## src/rtl/app_pkg.sv

```systemverilog
package app_pkg;

	// Parse phases; the value of a layout phase is also its field tag
	typedef enum logic [4:0] {
		PH_NODE_ID         = 5'd1,
		PH_DOMAIN          = 5'd2,
		PH_FLAGS           = 5'd3,
		PH_NAME_LEN        = 5'd4,
		PH_NAME_BYTE       = 5'd5,
		PH_HOST_LEN        = 5'd6,
		PH_HOST_BYTE       = 5'd7,
		PH_TOPIC_COUNT     = 5'd8,
		PH_TOPIC_ROLE      = 5'd9,
		PH_TOPIC_LEN       = 5'd10,
		PH_TOPIC_BYTE      = 5'd11,
		PH_EP_COUNT        = 5'd12,
		PH_TYPE_LEN        = 5'd13,
		PH_TYPE_BYTE       = 5'd14,
		PH_ADDR_LEN        = 5'd15,
		PH_ADDR_BYTE       = 5'd16,
		PH_PORT            = 5'd17,
		PH_WILL_QOS        = 5'd18,
		PH_WILL_RETAIN     = 5'd19,
		PH_WILL_TOPIC_LEN  = 5'd20,
		PH_WILL_TOPIC_BYTE = 5'd21,
		PH_WILL_PLEN       = 5'd22,
		PH_WILL_PAYLOAD    = 5'd23,
		PH_DONE            = 5'd24
	} phase_t;

	typedef enum logic [1:0] {
		CAUSE_NONE   = 2'd0,
		CAUSE_DOMAIN = 2'd1,
		CAUSE_TRUNC  = 2'd2
	} cause_t;

	localparam logic [4:0] KIND_IGNORED  = 5'd0;
	localparam logic [7:0] ROLE_SUBSCRIBE = 8'h02;
	localparam int unsigned FLAG_WILL_BIT = 0;

	typedef struct packed {
		phase_t      phase;
		logic [31:0] bytes_left;
		logic [31:0] value_acc;
		logic [1:0]  byte_in_field;
		logic [7:0]  entries_left;
		logic [7:0]  entry_counter;
		logic        will_present;
		logic        role_is_sub;
		cause_t      reject;
	} parse_state_t;

	localparam parse_state_t PARSE_RESET = '{
		phase:         PH_NODE_ID,
		bytes_left:    32'd0,
		value_acc:     32'd0,
		byte_in_field: 2'd0,
		entries_left:  8'd0,
		entry_counter: 8'd0,
		will_present:  1'b0,
		role_is_sub:   1'b0,
		reject:        CAUSE_NONE
	};

	typedef struct packed {
		logic [4:0]  field_kind;
		logic [31:0] field_value;
		logic        value_complete;
		logic [7:0]  entry_index;
		logic        topic_subscribed;
		logic        frame_end;
		logic        accepted;
		cause_t      reject_cause;
	} result_t;

	// Bytes per value of a phase; zero for string and payload data bytes
	function automatic logic [2:0] value_width(input phase_t ph);
		logic [2:0] w;
		unique case (ph) inside
			PH_NODE_ID, PH_TOPIC_LEN, PH_PORT, PH_WILL_TOPIC_LEN: w = 3'd2;
			PH_WILL_PLEN: w = 3'd4;
			PH_NAME_BYTE, PH_HOST_BYTE, PH_TOPIC_BYTE, PH_TYPE_BYTE, PH_ADDR_BYTE,
			PH_WILL_TOPIC_BYTE, PH_WILL_PAYLOAD: w = 3'd0;
			default: w = 3'd1;
		endcase
		return w;
	endfunction

endpackage

```

## src/rtl/app_if.sv

```systemverilog
interface app_in_if;
	logic       valid;
	logic       ready;
	logic [7:0] payload_byte;
	logic       last_byte;

	modport source (output valid, output payload_byte, output last_byte, input ready);
	modport sink (input valid, input payload_byte, input last_byte, output ready);
endinterface

interface app_out_if;
	logic        valid;
	logic        ready;
	logic [4:0]  field_kind;
	logic [31:0] field_value;
	logic        value_complete;
	logic [7:0]  entry_index;
	logic        topic_subscribed;
	logic        frame_end;
	logic        accepted;
	logic [1:0]  reject_cause;

	modport source (output valid, output field_kind, output field_value,
		output value_complete, output entry_index, output topic_subscribed,
		output frame_end, output accepted, output reject_cause, input ready);
	modport sink (input valid, input field_kind, input field_value,
		input value_complete, input entry_index, input topic_subscribed,
		input frame_end, input accepted, input reject_cause, output ready);
endinterface

```

## src/rtl/app_step.sv

```systemverilog
module app_step
	import app_pkg::*;
(
	input  parse_state_t st,
	input  logic [7:0]   data_byte,
	input  logic         last,
	input  logic [7:0]   local_domain,
	output parse_state_t nxt,
	output result_t      res
);

	logic [31:0] acc;
	logic [2:0]  k_inc;
	logic [2:0]  wd;
	logic [31:0] bl_dec;
	logic [7:0]  ent_dec;
	logic [7:0]  ent_inc;
	phase_t      after_ep;
	logic        do_after;
	phase_t      ad;
	logic        do_next_ep;

	always_comb begin
		nxt = st;
		res = '0;
		res.field_value = {24'd0, data_byte};
		res.reject_cause = CAUSE_NONE;
		acc = st.value_acc | ({24'd0, data_byte} << {st.byte_in_field, 3'b000});
		k_inc = {1'b0, st.byte_in_field} + 3'd1;
		wd = value_width(st.phase);
		bl_dec = st.bytes_left - 32'd1;
		ent_dec = st.entries_left - 8'd1;
		ent_inc = st.entry_counter + 8'd1;
		after_ep = st.will_present ? PH_WILL_QOS : PH_DONE;
		do_after = 1'b0;
		do_next_ep = 1'b0;
		ad = st.phase;

		if (st.reject != CAUSE_NONE) begin
			res.field_kind = KIND_IGNORED;
		end else if (st.phase == PH_DONE) begin
			res.field_kind = 5'(PH_DONE);
		end else begin
			res.field_kind = 5'(st.phase);
			// tag bytes of a topic or endpoint entry
			case (st.phase) inside
				PH_TOPIC_ROLE: begin
					res.entry_index = st.entry_counter;
					res.topic_subscribed = (data_byte == ROLE_SUBSCRIBE);
				end
				PH_TOPIC_LEN, PH_TOPIC_BYTE: begin
					res.entry_index = st.entry_counter;
					res.topic_subscribed = st.role_is_sub;
				end
				PH_TYPE_LEN, PH_TYPE_BYTE, PH_ADDR_LEN, PH_ADDR_BYTE, PH_PORT: begin
					res.entry_index = st.entry_counter;
				end
				default: ;
			endcase

			if (wd == 3'd0) begin
				// consume one data byte
				nxt.bytes_left = bl_dec;
				if (bl_dec == 32'd0) begin
					do_after = 1'b1;
					ad = st.phase;
				end
			end else if (k_inc >= wd) begin
				// value complete: act on it
				res.field_value = acc;
				res.value_complete = 1'b1;
				nxt.value_acc = 32'd0;
				nxt.byte_in_field = 2'd0;
				unique case (st.phase)
					PH_NODE_ID: nxt.phase = PH_DOMAIN;
					PH_DOMAIN: begin
						if (acc != {24'd0, local_domain}) nxt.reject = CAUSE_DOMAIN;
						else nxt.phase = PH_FLAGS;
					end
					PH_FLAGS: begin
						nxt.will_present = acc[FLAG_WILL_BIT];
						nxt.phase = PH_NAME_LEN;
					end
					PH_TOPIC_COUNT: begin
						nxt.entries_left = acc[7:0];
						nxt.entry_counter = 8'd0;
						nxt.phase = (acc[7:0] != 8'd0) ? PH_TOPIC_ROLE : PH_EP_COUNT;
					end
					PH_TOPIC_ROLE: begin
						nxt.role_is_sub = (acc == {24'd0, ROLE_SUBSCRIBE});
						nxt.phase = PH_TOPIC_LEN;
					end
					PH_EP_COUNT: begin
						nxt.entries_left = acc[7:0];
						nxt.entry_counter = 8'd0;
						nxt.phase = (acc[7:0] != 8'd0) ? PH_TYPE_LEN : after_ep;
					end
					PH_PORT: do_next_ep = 1'b1;
					PH_WILL_QOS: nxt.phase = PH_WILL_RETAIN;
					PH_WILL_RETAIN: nxt.phase = PH_WILL_TOPIC_LEN;
					PH_NAME_LEN, PH_HOST_LEN, PH_TOPIC_LEN, PH_TYPE_LEN, PH_ADDR_LEN,
					PH_WILL_TOPIC_LEN, PH_WILL_PLEN: begin
						// start a string or payload, or skip it when empty
						ad = phase_t'(st.phase + 5'd1);
						if (acc != 32'd0) begin
							nxt.bytes_left = acc;
							nxt.phase = ad;
						end else begin
							do_after = 1'b1;
						end
					end
					default: nxt.phase = PH_DONE;
				endcase
			end else begin
				nxt.value_acc = acc;
				nxt.byte_in_field = k_inc[1:0];
			end

			// advance past a finished string or payload
			if (do_after) begin
				unique case (ad)
					PH_NAME_BYTE:       nxt.phase = PH_HOST_LEN;
					PH_HOST_BYTE:       nxt.phase = PH_TOPIC_COUNT;
					PH_TOPIC_BYTE: begin
						nxt.entries_left = ent_dec;
						nxt.entry_counter = ent_inc;
						nxt.phase = (ent_dec != 8'd0) ? PH_TOPIC_ROLE : PH_EP_COUNT;
					end
					PH_TYPE_BYTE:       nxt.phase = PH_ADDR_LEN;
					PH_ADDR_BYTE:       nxt.phase = PH_PORT;
					PH_WILL_TOPIC_BYTE: nxt.phase = PH_WILL_PLEN;
					default:            nxt.phase = PH_DONE;
				endcase
			end

			// step to the next endpoint
			if (do_next_ep) begin
				nxt.entries_left = ent_dec;
				nxt.entry_counter = ent_inc;
				nxt.phase = (ent_dec != 8'd0) ? PH_TYPE_LEN : after_ep;
			end
		end

		// report the verdict and restart on the final byte
		if (last) begin
			res.frame_end = 1'b1;
			if (nxt.reject != CAUSE_NONE) res.reject_cause = CAUSE_DOMAIN;
			else if (nxt.phase != PH_DONE) res.reject_cause = CAUSE_TRUNC;
			else res.accepted = 1'b1;
			nxt = PARSE_RESET;
		end
	end

endmodule

```

## src/rtl/announce_payload_parser.sv

```systemverilog
// Announce payload parser: takes one payload byte per request on in_ch and returns one tagged
// result per byte on out_ch, one byte per cycle sustained while out_ch is ready. A byte goes into
// an input register, is decoded combinationally against the parse state and lands in the result
// register, which drives out_ch; both stages advance together when the result register is free
// or being drained. The result of the byte marked last carries the verdict (accepted, or the
// reject cause) and the parser then starts fresh for the next payload. Write local_domain
// through cfg_wr_en/cfg_wr_data only while no byte is in flight.
module announce_payload_parser
	import app_pkg::*;
(
	input  logic        clk,
	input  logic        arst_n,
	input  logic        cfg_wr_en,
	input  logic [7:0]  cfg_wr_data,
	app_in_if.sink      in_ch,
	app_out_if.source   out_ch
);

	logic         valid_s1;
	logic [7:0]   byte_s1;
	logic         last_s1;
	logic         out_valid_q;
	result_t      res_q;
	parse_state_t st_q;
	parse_state_t st_nxt;
	result_t      res_nxt;
	logic [7:0]   local_domain_q;
	logic         advance;

	assign advance = valid_s1 && (!out_valid_q || out_ch.ready);
	assign in_ch.ready = !valid_s1 || advance;

	// hold the domain register
	always_ff @(posedge clk or negedge arst_n) begin
		if (!arst_n) local_domain_q <= 8'd0;
		else if (cfg_wr_en) local_domain_q <= cfg_wr_data;
	end

	// capture the incoming byte
	always_ff @(posedge clk or negedge arst_n) begin
		if (!arst_n) valid_s1 <= 1'b0;
		else if (in_ch.ready) valid_s1 <= in_ch.valid;
	end

	always_ff @(posedge clk) begin
		if (in_ch.ready && in_ch.valid) begin
			byte_s1 <= in_ch.payload_byte;
			last_s1 <= in_ch.last_byte;
		end
	end

	app_step u_step (
		.st           (st_q),
		.data_byte    (byte_s1),
		.last         (last_s1),
		.local_domain (local_domain_q),
		.nxt          (st_nxt),
		.res          (res_nxt)
	);

	// advance parse state and result register together
	always_ff @(posedge clk or negedge arst_n) begin
		if (!arst_n) begin
			st_q <= PARSE_RESET;
			out_valid_q <= 1'b0;
		end else begin
			if (advance) st_q <= st_nxt;
			if (advance) out_valid_q <= 1'b1;
			else if (out_ch.ready) out_valid_q <= 1'b0;
		end
	end

	always_ff @(posedge clk) begin
		if (advance) res_q <= res_nxt;
	end

	assign out_ch.valid            = out_valid_q;
	assign out_ch.field_kind       = res_q.field_kind;
	assign out_ch.field_value      = res_q.field_value;
	assign out_ch.value_complete   = res_q.value_complete;
	assign out_ch.entry_index      = res_q.entry_index;
	assign out_ch.topic_subscribed = res_q.topic_subscribed;
	assign out_ch.frame_end        = res_q.frame_end;
	assign out_ch.accepted         = res_q.accepted;
	assign out_ch.reject_cause     = res_q.reject_cause;

`ifndef ASSERT_OFF
	a_restart_after_last: assert property (@(posedge clk) disable iff (!arst_n)
		advance && last_s1 |=> st_q.phase == PH_NODE_ID && st_q.reject == CAUSE_NONE)
		else $error("parse state not cleared after final byte");

	a_verdict_only_at_end: assert property (@(posedge clk) disable iff (!arst_n)
		out_valid_q && !res_q.frame_end |-> !res_q.accepted && res_q.reject_cause == CAUSE_NONE)
		else $error("verdict reported before frame end");

	a_verdict_exclusive: assert property (@(posedge clk) disable iff (!arst_n)
		out_valid_q && res_q.frame_end |->
			(res_q.accepted && res_q.reject_cause == CAUSE_NONE) ||
			(!res_q.accepted && res_q.reject_cause != CAUSE_NONE))
		else $error("frame end without a single verdict");

	a_input_held: assert property (@(posedge clk) disable iff (!arst_n)
		valid_s1 && !advance |=> valid_s1 && $stable(byte_s1) && $stable(last_s1))
		else $error("input register lost a stalled byte");

	a_ignored_after_reject: assert property (@(posedge clk) disable iff (!arst_n)
		advance && st_q.reject != CAUSE_NONE |=> res_q.field_kind == KIND_IGNORED)
		else $error("byte after reject not ignored");
`endif

endmodule
```

## src/flat_wrapper.sv

```systemverilog
// flat-port wrapper written by rule: the top's interface ports become plain ports
module announce_payload_parser_flat import app_pkg::*;
  (clk, arst_n, cfg_wr_en, cfg_wr_data, in_ch_valid, in_ch_payload_byte, in_ch_last_byte, in_ch_ready, out_ch_valid, out_ch_field_kind, out_ch_field_value, out_ch_value_complete, out_ch_entry_index, out_ch_topic_subscribed, out_ch_frame_end, out_ch_accepted, out_ch_reject_cause, out_ch_ready);
  app_in_if in_ch_i ();
  app_out_if out_ch_i ();
  input  logic clk;
  input  logic arst_n;
  input  logic cfg_wr_en;
  input  logic [7:0] cfg_wr_data;
  input wire logic [$bits(in_ch_i.valid)-1:0] in_ch_valid;
  input wire logic [$bits(in_ch_i.payload_byte)-1:0] in_ch_payload_byte;
  input wire logic [$bits(in_ch_i.last_byte)-1:0] in_ch_last_byte;
  output wire logic [$bits(in_ch_i.ready)-1:0] in_ch_ready;
  output wire logic [$bits(out_ch_i.valid)-1:0] out_ch_valid;
  output wire logic [$bits(out_ch_i.field_kind)-1:0] out_ch_field_kind;
  output wire logic [$bits(out_ch_i.field_value)-1:0] out_ch_field_value;
  output wire logic [$bits(out_ch_i.value_complete)-1:0] out_ch_value_complete;
  output wire logic [$bits(out_ch_i.entry_index)-1:0] out_ch_entry_index;
  output wire logic [$bits(out_ch_i.topic_subscribed)-1:0] out_ch_topic_subscribed;
  output wire logic [$bits(out_ch_i.frame_end)-1:0] out_ch_frame_end;
  output wire logic [$bits(out_ch_i.accepted)-1:0] out_ch_accepted;
  output wire logic [$bits(out_ch_i.reject_cause)-1:0] out_ch_reject_cause;
  input wire logic [$bits(out_ch_i.ready)-1:0] out_ch_ready;
  assign in_ch_i.valid = in_ch_valid;
  assign in_ch_i.payload_byte = in_ch_payload_byte;
  assign in_ch_i.last_byte = in_ch_last_byte;
  assign in_ch_ready = in_ch_i.ready;
  assign out_ch_valid = out_ch_i.valid;
  assign out_ch_field_kind = out_ch_i.field_kind;
  assign out_ch_field_value = out_ch_i.field_value;
  assign out_ch_value_complete = out_ch_i.value_complete;
  assign out_ch_entry_index = out_ch_i.entry_index;
  assign out_ch_topic_subscribed = out_ch_i.topic_subscribed;
  assign out_ch_frame_end = out_ch_i.frame_end;
  assign out_ch_accepted = out_ch_i.accepted;
  assign out_ch_reject_cause = out_ch_i.reject_cause;
  assign out_ch_i.ready = out_ch_ready;
  announce_payload_parser u_core (.clk(clk), .arst_n(arst_n), .cfg_wr_en(cfg_wr_en), .cfg_wr_data(cfg_wr_data), .in_ch(in_ch_i), .out_ch(out_ch_i));
endmodule
```

## config.mk

```make
export PLATFORM = sky130hd
export DESIGN_NAME = announce_payload_parser_flat
export DESIGN_NICKNAME = d
export VERILOG_FILES = /design/src/rtl/app_pkg.sv /design/src/rtl/app_if.sv /design/src/rtl/app_step.sv /design/src/rtl/announce_payload_parser.sv /design/src/flat_wrapper.sv
export SDC_FILE = /design/constraint.sdc
export NUM_CORES = 1
export LEC_CHECK = 0
export BUFFER_PORTS_ARGS = -buffer_cell sky130_fd_sc_hd__buf_2
export CELL_PAD_IN_SITES_DETAIL_PLACEMENT = 1
export CELL_PAD_IN_SITES_GLOBAL_PLACEMENT = 1
export CORE_MARGIN = 2
export CORE_UTILIZATION = 49
export CTS_BUF_LIST = sky130_fd_sc_hd__clkbuf_8
export CTS_CLUSTER_DIAMETER = 120
export DETAILED_ROUTE_END_ITERATION = 7
export GPL_TIMING_DRIVEN = 1
export PLACE_DENSITY = 0.83
export SKIP_LAST_GASP = 1
export SYNTH_ARGS = -nofsm -noshare
export SYNTH_HDL_FRONTEND = slang
export SYNTH_HIERARCHICAL = 1
export SYNTH_SLANG_ARGS = --single-unit
```

## constraint.sdc

```tcl
create_clock -name clk -period 5.7 [get_ports clk]
set_input_delay 1.14 -clock clk [delete_from_list [all_inputs] [get_ports clk]]
set_output_delay 1.14 -clock clk [all_outputs]
set_load 0.05 [all_outputs]
```

; ---- Yosys cells after proc, flatten, opt, wreduce, memory -nomap -nowiden
; Index checks and enable logic that the tools add are counted.
[totals]
regBits = 161
inputBits = 22
output_inout_bits = 53
wordCells = 171
[classes]
n_addsub = 5
order_cmp = 1
n_eq_ne = 37
n_shift = 1
mux = 64
bitwise_logic = 3
n_reduce_logical = 35
[op_table]
columns = cell, count
row1 = 2-to-1 mux 91 bit, 3
row2 = 2-to-1 mux 37 bit, 2
row3 = 2-to-1 mux 16 bit, 4
row4 = 2-to-1 mux 32 bit, 2
row5 = 2-to-1 mux 5 bit, 12
row6 = "equality test 5 bit, second input constant", 11
row7 = 2-to-1 mux 54 bit, 1
row8 = "equality test 5 x 4 -> 1 bit, second input constant", 10
row9 = one-hot mux 5 bit (10 select lines), 1
row10 = 2-to-1 mux 18 bit, 2
row11 = 2-to-1 mux 34 bit, 1
row12 = "equality test 32 x 2 -> 1 bit, second input constant", 1
row13 = zero test 32 bit, 1
row14 = inequality test 32 x 8 -> 1 bit, 1
row15 = OR 32 bit, 1
row16 = nonzero test 32 bit, 1
row17 = left shift 8 x 5 -> 32 bit, 1
row18 = "subtractor 32 x 1 -> 32 bit, second input constant", 1
row19 = "equality test 5 x 3 -> 1 bit, second input constant", 6
row20 = one-hot mux 5 bit (6 select lines), 1
row21 = 2-to-1 mux 8 bit, 3
row22 = 2-to-1 mux 1 bit, 20
row23 = 2-to-1 mux 20 bit, 1
row24 = 2-to-1 mux 9 bit, 2
row25 = 30 further kinds, 57

; ---- Longest topological paths before layout
[depth]
word_depth = 18
ltp_mapped = 21
mapped_depth_nobuf = 17

; ---- Hierarchy
; The synthesis kept the hierarchy.
[modules_own_cells]
columns = mod, n_inst, cells_per_inst, area_per_inst_um2, seq_area_each_um2
row1 = announce_payload_parser, 1, 278, 5985.7, 4330.4
row2 = app_step, 1, 955, 5436.5, 0.0

; ---- Worst setup path after synthesis
; Ideal clock, no wire load.
[synth_timing]
kind = register to register
from = register u_core/st_q[86] (netlist bit)
to = register u_core/st_q[16] (netlist bit)
setup_time_ps = 125
arrival_time_ps = 4118
required_time_ps = 5575
path_slack_ps = 1457
path_stages_with_launch = 22
path_buffers = 4
synth_period_minus_slack_ps = 4243
cell_sequence = dfstp_2 -> clkinv_1 -> ha_1 -> clkbuf_1 -> and2_1 -> o21ai_0 -> a21oi_1 -> nor3_1 -> ha_1 -> nor2b_1 -> o21a_1 -> clkbuf_1 -> a211o_1 -> buf_2 -> mux2_2 -> nand2_1 -> o21ai_2 -> buf_2 -> nor2_1 -> a31oi_1 -> o221a_1 -> mux2_4
[synth_rtl]
columns = element, line_no
row1 = "start, declared", announce_payload_parser.sv:24  ; parse_state_t st_q;
row2 = "start signal, assigned", announce_payload_parser.sv:67  ; if (advance) st_q <= st_nxt;

==> reports/summary.txt <==
Core Area: 22,780 µm²
DIE WIDTH: 156.7 µm
Setup WS post-layout: 0.6521 ns
EDFF count, synth: 60
Commonest non-fill, non-tap cell in the layout: nor2_1
Ys Warns: 6
Mapped Avg Cell Area: 9.264 µm²
Unrepaired setup endpoints after global routing: false
Routed Antenna Nets: 0
Vias in the first global route: 10,460
CP startpoint: u_core/st_q[87]
Register bit count reported by yosys: 161
Fin. max-slew vios: 0
Share of cells above drive strength 1: 21.45%
Max clock buf depth: 2
Placed Cells: 1,549
Initial DRC count: 727
Placer Congestion: 0.8966
Worst vdd ir: 340.7 µV
Initial antenna violation count: 0
CTS Root Buffer Type: clkbuf_8
First-pass GRT wire length: 59.67 mm
Distinct cells, synth: 89
GR peak layer: met2
Drt pass-1 iters: 5
Worst-Margin Slew: 1.163 ns
Synthesized netlist net count: 1,269
Rel. slew slack: 22.34%
Worst Setup EP: u_core/st_q[16]
Design Power: 6947 µW
Syn Std Cell Area: 11,420 µm²
Lkg Pwr: 0.005232 µW
Vias: 10,290
CTS H-tree lvls: 4
GR Util met2: 50.81%
CTS tree: built
Crit path kind: reg -> reg
Largest net degree at the start of global routing: 62
Via density: 6.509
Final Cycle Share: 88.56%
Post-synth ARST share: 62.73%
Main flop type after synthesis: dfrtp_1
Die Height: 156.7 µm
# setup viols final: 0
GR Util met1: 41.06%
R2R Path Start: u_core/st_q[87]
FF-to-FF path depth: 17
Rows: 55
Worst r2r dst: u_core/st_q[16]
# Post-CTS Setup Buffers: 0
IO Port Bufs: 74
Starting Density: 50.15%
Pre-CTS setup slack: 0.8395 ns
Power Dens Cells: 564.3 nW/µm²
N_diodes: 0
Post-Route WL: 37.54 mm
CTS Hold Bufs: 0
Min Tclk post-route: 5.048 ns
Clk_lat worst skew: 0.49 ns
Seq/Total Area, Yosys: 37.91%
Global route overflow: 0
Status: finished, final reports clean
Critical path arrival: 5.44 ns
Layout Nets: 1,291
Met3 usage: 4.846%
Fmax: 198.1 MHz
Remaining DRCs: 0
All-Layer GR Usage: 31.24%
Final Hold Viols: 0
DR WL/cell: 23.75 µm
Commonest cells after routing, fill and taps aside: 172 x nor2_1, 100 x dfrtp_1, 96 x a21oi_1, 95 x nand2_1, 79 x mux2_4
Cts bufs inserted: 17
Post-Syn Instances: 1,233
Crit-path max FO: 17
Clock-pin slew on the worst setup and hold paths: 0.12 ns
Detail Placement HPWL: 25.13 mm
# IOs: 75
Synthesis-to-finish area growth: 7.778%
# clock sinks: 161
Final Non-Filler Cells: 1,581
Die area: 24,550 µm²
Worst Setup End Kind: register
Max-cap check violation count: 0
Setup TNS: 0 ns
CP Launch Type: register
Post-cts gate resize count: 0
CP Data Required Time: 6.09 ns
FF-to-FF setup slack: 0.65 ns
Hold Path Class: reg -> reg
Skew final: 0.02606 ns
-- through the flow --
step,utilization [%],hold slack [ns],cell area (µm²)
after floorplan,-,0.4759,11420
after global placement,52.12,0.4952,11870
after detailed placement,52.12,0.5115,11870
after CTS,54.05,0.5392,12310
after global routing,54.05,0.5412,12310
final,54.05,0.5348,12310
-- worst min path at each step --
stage	cells after the start	startpoint	slack (ns)	endpoint
after global routing	1	u_core/st_q[2]	0.54	u_core/st_q[2]
after CTS	1	u_core/st_q[2]	0.54	u_core/st_q[2]
after detailed placement	1	u_core/st_q[2]	0.51	u_core/st_q[2]
after global placement	1	u_core/st_q[2]	0.50	u_core/st_q[2]
after floorplan	1	u_core/st_q[57]	0.48	u_core/st_q[57]
final	1	u_core/st_q[2]	0.53	u_core/st_q[2]
-- state kept, by name, indices dropped and copies added, names as in the netlist --
register	cells
u_core/st_q	91
u_core/out_ch.valid	1
u_core/out_ch.accepted	1
u_core/out_ch.reject_cause	2
u_core/out_ch.entry_index	8
u_core/out_ch.field_kind	5
u_core/local_domain_q	8
u_core/valid_s1	1
u_core/byte_s1	8
u_core/out_ch.topic_subscribed	1
u_core/out_ch.value_complete	1
u_core/out_ch.field_value	32
u_core/last_s1	1
u_core/out_ch.frame_end	1
-- final cells by class --
type / instances / area (µm²)
Clock buffer: 17 / 234.0
Clock inverter: 15 / 205.2
Fill cell: 2651 / 10470
Inverter: 21 / 78.83
Multi-Input combinational cell: 953 / 6495
Sequential cell: 161 / 4330
Tap cell: 313 / 391.6
Timing Repair Buffer: 101 / 575.6
-- metal layers --
metal / routed length, µm / up-vias / part of all wire [%]
met4: 1681 / 0 / 4.5
met3: 2370 / 101 / 6.3
met1: 16020 / 5170 / 43
li1: - / 4576 / -
met2: 17480 / 444 / 47
met5: 0 / - / 0
-- critical path, stage by stage, from the launching register on --
cell	delay, ns
dfrtp_1	0.58
inv_1	0.25
ha_1	0.37
nand2_1	0.17
a32o_1	0.28
a21oi_1	0.20
nor3_1	0.08
ha_1	0.28
nor2b_1	0.16
o21a_1	0.37
a211o_1	0.49
nand2b_1	0.30
nand2_1	0.12
o21ai_2	0.30
a21o_1	0.40
nor2_1	0.09
o221a_1	0.25
mux2_4	0.26
-- logic make-up after synthesis --
logic type	Yosys count	synth area share (%)
mux	112	13.56
buf+inv	119	5.543
compound gates	311	17.99
simple gates	495	21.85
xor+xnor	21	1.610
flops	161	37.91
fa+ha+maj	14	1.534
-- where the power goes --
| part | total [µW] | internal [µW] | switching, µW |
|---|---|---|---|
| combinational | 4160 | 1430 | 2730 |
| clock | 950 | 383 | 567 |
| sequential | 1830 | 1470 | 360 |
| total | 6950 | 3280 | 3660 |
-- synth_stat cells (15+ instances only) --
cell type	number	area share, %
nor2_1	173	5.7
dfrtp_1	100	22
a21oi_1	96	4.2
nand2_1	95	3.1
mux2_4	79	10
clkbuf_1	69	2.3
edfxtp_1	60	16
o21ai_0	53	2.3
nor3_1	44	1.9
and2_1	26	1.4
nand3_1	24	1.1
nor4_1	24	1.3
a31oi_1	21	1.2
inv_1	19	0.62
or3_1	15	0.82
Power figures use the tool's default switching activity.
